<file path="config.mk">
export PLATFORM = sky130hd
export DESIGN_NAME = sum_checked_packet_deframer_unit
export DESIGN_NICKNAME = d
export VERILOG_FILES = /design/src/rtl/scpd_pkg.sv /design/src/rtl/scpd_cfg.sv /design/src/rtl/scpd_parser.sv /design/src/rtl/scpd_out_reg.sv /design/src/rtl/sum_checked_packet_deframer_unit.sv
export SDC_FILE = /design/constraint.sdc
export NUM_CORES = 1
export LEC_CHECK = 0
export BUFFER_PORTS_ARGS = -buffer_cell sky130_fd_sc_hd__buf_2
export CELL_PAD_IN_SITES_DETAIL_PLACEMENT = 2
export CELL_PAD_IN_SITES_GLOBAL_PLACEMENT = 2
export CORE_MARGIN = 2
export CORE_UTILIZATION = 31
export CTS_BUF_LIST = sky130_fd_sc_hd__clkbuf_4 sky130_fd_sc_hd__clkbuf_8
export CTS_CLUSTER_SIZE = 28
export DETAILED_ROUTE_END_ITERATION = 10
export PLACE_DENSITY_LB_ADDON = 0.1
export SYNTH_ARGS = -nofsm -noshare
export SYNTH_HDL_FRONTEND = slang
export SYNTH_SLANG_ARGS = --single-unit
</file>
<file path="constraint.sdc">
create_clock -name clk -period 2.8 [get_ports clk]
set_input_delay 0.14 -clock clk [delete_from_list [all_inputs] [get_ports clk]]
set_output_delay 0.14 -clock clk [all_outputs]
set_load 0.05 [all_outputs]
</file>
<file path="src/rtl/scpd_pkg.sv">
// Shared types and codes for the checksummed packet deframer.
`timescale 1ns / 1ps
package scpd_pkg;

  localparam int unsigned ByteW  = 8;
  localparam int unsigned TypeW  = 3;
  localparam int unsigned StatW  = 2;
  localparam int unsigned AddrW  = 3;
  localparam int unsigned ApbW   = 32;

  typedef enum logic [2:0] {
    PH_IDLE   = 3'd0,
    PH_LENGTH = 3'd1,
    PH_TYPE   = 3'd2,
    PH_DATA   = 3'd3,
    PH_CHECK  = 3'd4
  } phase_t;

  typedef enum logic [StatW-1:0] {
    ST_BUSY  = 2'd0,
    ST_DONE  = 2'd1,
    ST_FAIL  = 2'd2,
    ST_STRAY = 2'd3
  } status_t;

  // Register index within the configuration space.
  localparam logic REG_HEADER = 1'b0;

  typedef struct packed {
    status_t              status;
    logic                 data_valid;
    logic [ByteW-1:0]     data_byte;
    logic [ByteW-1:0]     data_index;
    logic [TypeW-1:0]     frame_type;
    logic [ByteW-1:0]     frame_length;
  } result_t;

endpackage

</file>
<file path="src/rtl/scpd_cfg.sv">
// APB-style configuration register holding the frame header byte.
`timescale 1ns / 1ps
module scpd_cfg (
  input  logic                        clk,
  input  logic                        rst,
  input  logic                        psel,
  input  logic                        penable,
  input  logic                        pwrite,
  input  logic [scpd_pkg::AddrW-1:0]  paddr,
  input  logic [scpd_pkg::ApbW-1:0]   pwdata,
  output logic [scpd_pkg::ApbW-1:0]   prdata,
  output logic                        pready,
  output logic [scpd_pkg::ByteW-1:0]  header_byte
);

  logic sel_header;

  assign sel_header = (paddr[scpd_pkg::AddrW-1] == scpd_pkg::REG_HEADER);
  assign pready = 1'b1;

  always_ff @(posedge clk) begin
    if (rst) begin
      header_byte <= '0;
    end else if (psel && penable && pwrite && pready && sel_header) begin
      header_byte <= pwdata[scpd_pkg::ByteW-1:0];
    end
  end

  always_comb begin
    prdata = '0;
    if (sel_header) begin
      prdata[scpd_pkg::ByteW-1:0] = header_byte;
    end
  end

endmodule

</file>
<file path="src/rtl/scpd_parser.sv">
// Frame parser state and per-byte result computation.
`timescale 1ns / 1ps
module scpd_parser (
  input  logic                        clk,
  input  logic                        rst,
  input  logic                        accept,
  input  logic [scpd_pkg::ByteW-1:0]  rx_byte,
  input  logic [scpd_pkg::ByteW-1:0]  header_byte,
  output scpd_pkg::result_t           res
);

  scpd_pkg::phase_t             phase, phase_next;
  logic [scpd_pkg::ByteW-1:0]   payload_length, payload_length_next;
  logic [scpd_pkg::TypeW-1:0]   kind, kind_next;
  logic [scpd_pkg::ByteW-1:0]   byte_count, byte_count_next;
  logic [scpd_pkg::ByteW-1:0]   running_sum, running_sum_next;
  logic [scpd_pkg::ByteW:0]     count_plus;
  logic                         stray;

  assign count_plus = {1'b0, byte_count} + {{scpd_pkg::ByteW{1'b0}}, 1'b1};

  always_comb begin
    phase_next          = phase;
    payload_length_next = payload_length;
    kind_next           = kind;
    byte_count_next     = byte_count;
    running_sum_next    = running_sum;
    unique case (phase)
      scpd_pkg::PH_LENGTH: begin
        payload_length_next = rx_byte;
        phase_next          = scpd_pkg::PH_TYPE;
      end
      scpd_pkg::PH_TYPE: begin
        kind_next = rx_byte[scpd_pkg::TypeW-1:0];
        if (rx_byte[scpd_pkg::TypeW-1:0] != '0) begin
          phase_next = (payload_length != '0) ? scpd_pkg::PH_DATA : scpd_pkg::PH_CHECK;
        end
      end
      scpd_pkg::PH_DATA: begin
        running_sum_next = running_sum + rx_byte;
        byte_count_next  = count_plus[scpd_pkg::ByteW-1:0];
        if (count_plus >= {1'b0, payload_length}) begin
          phase_next = scpd_pkg::PH_CHECK;
        end
      end
      scpd_pkg::PH_CHECK: begin
        phase_next = scpd_pkg::PH_IDLE;
      end
      default: begin
        // Unused phase codes behave as idle.
        phase_next = scpd_pkg::PH_IDLE;
        if (rx_byte == header_byte) begin
          phase_next          = scpd_pkg::PH_LENGTH;
          payload_length_next = '0;
          kind_next           = '0;
          byte_count_next     = '0;
          running_sum_next    = '0;
        end
      end
    endcase
  end

  always_comb begin
    stray          = 1'b0;
    res.status     = scpd_pkg::ST_BUSY;
    res.data_valid = 1'b0;
    res.data_byte  = '0;
    res.data_index = '0;
    unique case (phase)
      scpd_pkg::PH_LENGTH, scpd_pkg::PH_TYPE: begin
      end
      scpd_pkg::PH_DATA: begin
        res.data_valid = 1'b1;
        res.data_byte  = rx_byte;
        res.data_index = byte_count;
      end
      scpd_pkg::PH_CHECK: begin
        res.status = (rx_byte == running_sum) ? scpd_pkg::ST_DONE : scpd_pkg::ST_FAIL;
      end
      default: begin
        if (rx_byte != header_byte) begin
          stray      = 1'b1;
          res.status = scpd_pkg::ST_STRAY;
        end
      end
    endcase
    res.frame_type   = stray ? '0 : kind_next;
    res.frame_length = stray ? '0 : payload_length_next;
  end

  always_ff @(posedge clk) begin
    if (rst) begin
      phase          <= scpd_pkg::PH_IDLE;
      payload_length <= '0;
      kind           <= '0;
      byte_count     <= '0;
      running_sum    <= '0;
    end else if (accept) begin
      phase          <= phase_next;
      payload_length <= payload_length_next;
      kind           <= kind_next;
      byte_count     <= byte_count_next;
      running_sum    <= running_sum_next;
    end
  end

endmodule

</file>
<file path="src/rtl/scpd_out_reg.sv">
// Result register that holds one result until the receiver takes it.
`timescale 1ns / 1ps
module scpd_out_reg (
  input  logic               clk,
  input  logic               rst,
  input  logic               load,
  input  scpd_pkg::result_t  res_in,
  input  logic               out_ready,
  output logic               out_valid,
  output logic               can_load,
  output scpd_pkg::result_t  res_out
);

  assign can_load = !out_valid || out_ready;

  always_ff @(posedge clk) begin
    if (rst) begin
      out_valid <= 1'b0;
    end else if (load) begin
      out_valid <= 1'b1;
    end else if (out_ready) begin
      out_valid <= 1'b0;
    end
  end

  always_ff @(posedge clk) begin
    if (load) begin
      res_out <= res_in;
    end
  end

endmodule

</file>
<file path="src/rtl/sum_checked_packet_deframer_unit.sv">
// Top level of the checksummed packet deframer.
`timescale 1ns / 1ps
// Usage: received bytes enter on rx_byte with in_valid/in_ready; each request
// yields exactly one result on the output channel (out_valid/out_ready) with
// status, data_valid, data_byte, data_index, frame_type and frame_length.
// A frame is the header byte, a length byte, a type byte (low three bits
// nonzero), that many data bytes and a checksum byte equal to their 8-bit sum.
// The header value is set through the APB port, register 0 at address 0.
// The result register loads on acceptance, so a request's result shows in
// the following cycle. Throughput is one request per cycle while results are
// taken, set by the single result register after the parser's next-state logic.
// in_ready is high whenever the result register is empty or is being taken
// in the same cycle, so a stalled receiver holds the result and stops new
// requests, and no result is lost or repeated.
// Reset clears the parser to idle, the header register to zero and the
// result register to empty; no clearing pass follows.
// Configuration should be written only while no frame is being parsed.
module sum_checked_packet_deframer_unit (
  input  logic                        clk,
  input  logic                        rst,
  input  logic                        psel,
  input  logic                        penable,
  input  logic                        pwrite,
  input  logic [scpd_pkg::AddrW-1:0]  paddr,
  input  logic [scpd_pkg::ApbW-1:0]   pwdata,
  output logic [scpd_pkg::ApbW-1:0]   prdata,
  output logic                        pready,
  input  logic                        in_valid,
  output logic                        in_ready,
  input  logic [scpd_pkg::ByteW-1:0]  rx_byte,
  output logic                        out_valid,
  input  logic                        out_ready,
  output logic [scpd_pkg::StatW-1:0]  status,
  output logic                        data_valid,
  output logic [scpd_pkg::ByteW-1:0]  data_byte,
  output logic [scpd_pkg::ByteW-1:0]  data_index,
  output logic [scpd_pkg::TypeW-1:0]  frame_type,
  output logic [scpd_pkg::ByteW-1:0]  frame_length
);

  logic [scpd_pkg::ByteW-1:0] header_byte;
  logic                       accept;
  scpd_pkg::result_t          res_next;
  scpd_pkg::result_t          res;

  assign accept = in_valid && in_ready;

  scpd_cfg u_cfg (
    .clk         (clk),
    .rst         (rst),
    .psel        (psel),
    .penable     (penable),
    .pwrite      (pwrite),
    .paddr       (paddr),
    .pwdata      (pwdata),
    .prdata      (prdata),
    .pready      (pready),
    .header_byte (header_byte)
  );

  scpd_parser u_parser (
    .clk         (clk),
    .rst         (rst),
    .accept      (accept),
    .rx_byte     (rx_byte),
    .header_byte (header_byte),
    .res         (res_next)
  );

  scpd_out_reg u_out (
    .clk       (clk),
    .rst       (rst),
    .load      (accept),
    .res_in    (res_next),
    .out_ready (out_ready),
    .out_valid (out_valid),
    .can_load  (in_ready),
    .res_out   (res)
  );

  assign status       = res.status;
  assign data_valid   = res.data_valid;
  assign data_byte    = res.data_byte;
  assign data_index   = res.data_index;
  assign frame_type   = res.frame_type;
  assign frame_length = res.frame_length;

endmodule

</file>
### Word-level counts from Yosys, hierarchy flattened

Cells that the tools add are included.

* register bits after elaboration: 69
* bits in latches: 0
* RAM bits: 0
* ROM bits: 0
* input bits: 50
* output and inout bits: 65
* logic and storage cells: 65
* memories kept: 0

* add/subtract/negate cells: 2
* multiply operators: 0
* div/mod/pow operators: 0
* order comparisons: 1
* equality and inequality tests: 9
* shifts and indexed selects: 0
* mux-type cells: 21
* bitwise logic cells: 2
* reduce and logical (&&, ||, !) cells: 17

Operators by type and width (count)
* case mux 8 bit (2 select lines): 3
* two-way mux 8 bit: 3
* two-way mux 17 bit: 1
* == test 8 bit: 2
* two-way mux 3 bit: 4
* case mux 3 bit (4 select lines): 1
* OR reduction 3 bit: 4
* adder 8 x 1 -> 9 bit, second input constant: 1
* greater-or-equal comparator 9 x 8 -> 1 bit: 1
* adder 8 bit: 1
* inequality test 8 bit: 1
* nonzero test 8 bit: 1
* == test 3 x 2 -> 1 bit, second input constant: 2
* case mux 3 bit (2 select lines): 1
* AND reduction 3 bit: 2
* two-way mux 1 bit: 5
* logical AND 1 bit: 4
* two-way mux 2 bit: 2
* inequality test 2 x 1 -> 1 bit, second input constant: 2
* case mux 2 bit (2 select lines): 1
* nonzero test 2 bit: 2
* OR reduction 4 bit: 1
* == test 3 x 1 -> 1 bit, second input constant: 1
* == test 3 bit, second input constant: 1
* other kinds (4): 5

### Longest topological paths before layout

* depth after elaboration: 4
* mapped depth: 10
* gate-level depth less buffers: 10

### By module

A second synthesis with hierarchy kept.

* cell total of the unflattened synthesis: 382
* area, all modules: 3837.4 um^2

By module, submodules not included
* scpd_parser: times used 1, cells an instance 277, area each 2253.4 um^2, sequential area each 600.6 um^2
* scpd_out_reg: times used 1, cells an instance 34, area each 947.2 um^2, sequential area each 920.9 um^2
* scpd_cfg: times used 1, cells an instance 70, area each 630.6 um^2, sequential area each 160.2 um^2
* sum_checked_packet_deframer_unit: times used 1, cells an instance 1, area each 6.3 um^2, sequential area each 0.0 um^2

### Worst setup path before layout

Ideal clock, no wire load.

* path type: reg2reg
* start point: reg u_out.out_valid
* end point: reg u_parser.kind[0] in the netlist's numbering
* library setup time: 0.059 ns
* arrival: 2.479 ns
* data required time: 2.741 ns
* path slack: 0.262 ns
* stages on the path, launching flop included: 6
* path buffers: 1
* period minus slack after synthesis: 2.538 ns
* path through: dfxtp_1 nor2b_1 nor2_1 clkbuf_1 and3_1 a22o_1

* longest elaborated chain between the ends: 3

Ends and longest elaborated chain
* from (decl): RTL line scpd_out_reg.sv:9 `output logic out_valid,`
* from (signal assigned): RTL line scpd_out_reg.sv:18 `out_valid <= 1'b0;`
* from (signal assigned): RTL line scpd_out_reg.sv:20 `out_valid <= 1'b1;`
* from (signal assigned): RTL line scpd_out_reg.sv:22 `out_valid <= 1'b0;`
* logical NOT 1 bit: RTL line scpd_out_reg.sv:14 `assign can_load = !out_valid || out_ready;`
* logical OR 1 bit: RTL line scpd_out_reg.sv:14
* logical AND 1 bit: RTL line sum_checked_packet_deframer_unit.sv:46 `assign accept = in_valid && in_ready;`
* via accept: RTL line sum_checked_packet_deframer_unit.sv:42 `logic accept;`
* to (signal assigned): RTL line scpd_parser.sv:101 `kind <= kind_next;`
* to (decl): RTL line scpd_parser.sv:14 `logic [scpd_pkg::TypeW-1:0] kind, kind_next;`

The timed path passes the listed nets, and every way through them passes these cells.
A chain may end at the register's enable or synchronous reset.

### Worst setup path in the final report

* start point: reg u_parser.byte_count[0] in the netlist's numbering
* end point: reg u_parser.phase[1]

* longest elaborated chain between the ends: 4

Ends and longest elaborated chain
* from (decl): RTL line scpd_parser.sv:15 `logic [scpd_pkg::ByteW-1:0] byte_count, byte_count_next;`
* from (signal assigned): RTL line scpd_parser.sv:102 `byte_count <= byte_count_next;`
* adder 8 x 1 -> 9 bit: RTL line scpd_parser.sv:20 `assign count_plus = {1'b0, byte_count} + {{scpd_pkg::ByteW{1'b0}}, 1'b1};`
* greater-or-equal comparator 9 x 8 -> 1 bit: RTL line scpd_parser.sv:42 `if (count_plus >= {1'b0, payload_length}) begin`
* inequality test 2 x 1 -> 1 bit (no source line)
* AND reduction 3 bit (no source line)
* to (signal assigned): RTL line scpd_parser.sv:93 `phase <= scpd_pkg::PH_IDLE;`
* to (signal assigned): RTL line scpd_parser.sv:99 `phase <= phase_next;`
* to (decl): RTL line scpd_parser.sv:12 `scpd_pkg::phase_t phase, phase_next;`

Every way passes these cells.

==> out/metrics.csv <==
metric,value,unit
largest net degree at the start of global routing,29,
post-layout util,0.368,
Hold EP,u_cfg.header_byte[1]$_SDFFE_PP0P_,
clock slew at reported path FFs,80,ps
1st-iter DRT viols,139,
register area share after synthesis,0.445,
1st-pass router iterations,4,
"commonest cells after routing, fill and taps aside","63 x buf_2, 46 x nand2_1, 39 x dfxtp_1",
Post-Route WL,11100,um
fill count,1355,
worst path cell trace,ha_2 > and3_1 > xor2_1 > ha_1 > nand2_1 > o21ai_0 > a21oi_1 > o2bb2ai_2 > o31ai_1 > a32o_1,
final setup margin,298,ps
gpl congestion,0.788,
FF-to-FF End,u_parser.phase[1]$_SDFFE_PP0P_,
hold_sp,pwdata[1],
Diodes inserted,0,
first-pass GRT wire length,18000,um
dominant synthesized flop cell,dfxtp_1,
relative slew slack,0.654,
"Most Used Layer, Global Route",met2,
Die Span X,114,um
R2R Setup Slk,300,ps
setup TNS,0,ps
hold-critical path depth,3,
final routed DRC violation total,0,
leak pwr,1.85,nW
"Clk Latency, worst-skew pair",350,ps
layout cells sized above 1,0.207,
post-place setup slack,264,ps
CTS Buf Count,9,
die area,0.0131,mm2
wire length per cell,17.8,um
Max Slew Vio Count,0,
H-tree levels,3,
Routed Antenna Nets,0,
Global Route met1 Usage,0.219,
Core ar.,0.0120,mm2
worst path arrival time,2750,ps
cell area power density,548,mW/mm2
worst slew pin tran,519,ps
GRT Util Overall,0.179,
post-route clock period utilization,0.894,
Max Fclk,0.400,GHz
"Distinct cells, synth",53,
Final Setup Violations,0,
vias in the first global route,3464,
"Cell Area, Synth",0.00378,mm2
PortBufs,63,
"most common cell after layout, fill and taps aside",buf_2,
Critical Path RT,3050,ps
"FFs w/ async S/R, synth",0,
Slowest cell on crit path,dfxtp_1,
antenna violations before repair,0,
final hold vios,0,
Initial Utilization,0.316,
synthesis-stage register bit count,69,
MaxCap Viol Count,0,
Die Ht,114,um
cells after synthesis,405,
met2 Use GR,0.318,
CTS tree,built,
Peak VDD IR,0.168,mV
met3 GRT Util,0.0265,
clock period minus worst slack,2500,ps
worst hold path class,in -> reg,
Hold WS,19.7,ps
post-route clock skew,5.16,ps
vias per inst,5.10,
"Net count, final",536,
RSZ-0062 raised after global routing,false,
DR vias,3164,
yosys warns,0,
Post-CTS Setup Inserts,0,
row cnt,40,
area growth from synthesis to layout,16.5,%
outcome,"finished, final reports clean",
root buf cell,clkbuf_8,
critical path type,reg -> reg,
worst reg-to-reg path cell count,10,
DP HPWL,8060,um
number of placed I/O pins,115,
Mean Syn Cell Area,9.33,um2
reg2reg start,u_parser.byte_count[0]$_SDFFE_PP0P_,
crit-path max FO,7,
GRT overflow,0,
Worst Setup Start Kind,register,
clock sinks,69,
Clock Path Buffers,2,
Post-synth EDFFs,30,
Setup crit end kind,register,
critical path's largest stage delay,450,ps
-- worst max-delay path, delay by kind of cell (launching register included) --
kind | cells | cell delay, ps
flops | 1 | 450
fa+ha+maj | 2 | 580
xor+xnor | 1 | 90
compound gates | 5 | 940
simple gates | 2 | 350
-- report_power, final --
part,switching [mW],internal [mW],total (mW)
Sequential,0.0206,1.09,1.11
Clock,0.391,0.466,0.857
Combinational,0.342,0.103,0.445
-- cell usage after synthesis (all sizes together), types with 2 or more instances --
cell	n	area share
a21oi	23	0.030
edfxtp	30	0.24
o22ai	11	0.018
nand2	46	0.046
nand3	8	0.012
ha	16	0.053
nor3b	3	0.0060
o21a	2	0.0040
nand4	3	0.0066
o21ai	9	0.013
o32ai	6	0.014
o211ai	2	0.0040
a22o	8	0.019
conb	2	0.0020
and3	18	0.030
a22oi	15	0.030
inv	21	0.021
xnor2	16	0.037
dfxtp	39	0.21
o31a	2	0.0046
nor2b	18	0.030
nor2	30	0.032
buf	30	0.056
xor2	5	0.012
nor3	7	0.0093
a21o	3	0.0060
clkbuf	14	0.014
-- layer usage --
metal / wire [um] / vias to the layer above
li1: - / 1522
met1: 5000 / 1566
met4: 185 / 0
met5: 0 / -
met2: 5550 / 62
met3: 346 / 14
-- sequential cells by signal, indices dropped and copies added (netlist names) --
register / count
u_cfg.header_byte: 8
u_out.out_valid: 1
u_out.res_out: 30
u_parser.byte_count: 8
u_parser.kind: 3
u_parser.payload_length: 8
u_parser.phase: 3
u_parser.running_sum: 8
-- metrics by stage --
stage	power [mW]	instance area, um2	cells
2_1_floorplan	1.48	3870	428
3_3_place_gp	1.57	4180	604
3_5_place_dp	1.58	4180	604
4_1_cts	2.45	4400	621
5_1_grt	2.53	4400	621
6_report	2.41	4400	621
-- how the worst max path moves through the flow --
stage                                      to                                start  slack [ps]
2_1_floorplan   u_parser.kind[0]$_SDFFE_PP0P_         u_out.out_valid$_SDFFE_PP0P_         260
3_3_place_gp   u_parser.phase[1]$_SDFFE_PP0P_  u_parser.byte_count[0]$_SDFFE_PP0P_         360
3_5_place_dp   u_parser.phase[1]$_SDFFE_PP0P_  u_parser.byte_count[0]$_SDFFE_PP0P_         260
4_1_cts        u_parser.phase[1]$_SDFFE_PP0P_  u_parser.byte_count[0]$_SDFFE_PP0P_         240
5_1_grt        u_parser.phase[1]$_SDFFE_PP0P_  u_parser.byte_count[0]$_SDFFE_PP0P_          50
6_report       u_parser.phase[1]$_SDFFE_PP0P_  u_parser.byte_count[0]$_SDFFE_PP0P_         300
-- cell families (layout without fill, tap and decap cells) --
logic type / count (synthesis) / after routing / share of synthesized area
adder cells (fa/ha/maj): 17 / 17 / 0.0583
AO/OA/AOI/OAI: 92 / 92 / 0.170
other: 2 / 25 / 0.00199
XOR/XNOR: 21 / 21 / 0.0487
multiplexers: 1 / 1 / 0.00265
buffers and inverters: 65 / 111 / 0.0907
AND/OR/NAND/NOR: 138 / 138 / 0.182
flip-flops: 69 / 69 / 0.445
-- cell type report --
type | count | area, um2 | share of cell area
multi-input combinational | 294 | 1850 | 0.421
clock buffer | 12 | 159 | 0.0361
timing repair buffer | 74 | 400 | 0.0910
clock inverter | 4 | 46.3 | 0.0105
sequential | 69 | 1680 | 0.382
inverter | 21 | 78.8 | 0.0179
tap | 147 | 184 | 0.0418
-- timing repair --
| item | 4_1_cts | 5_1_grt |
|---|---|---|
| setup endpoints to repair | 0 | 1 |
| hold buffers | 1 | 0 |
| hold endpoints to repair | 1 | 0 |
| gates resized for setup | 0 | 1 |
(Power assumes the default switching activity.)
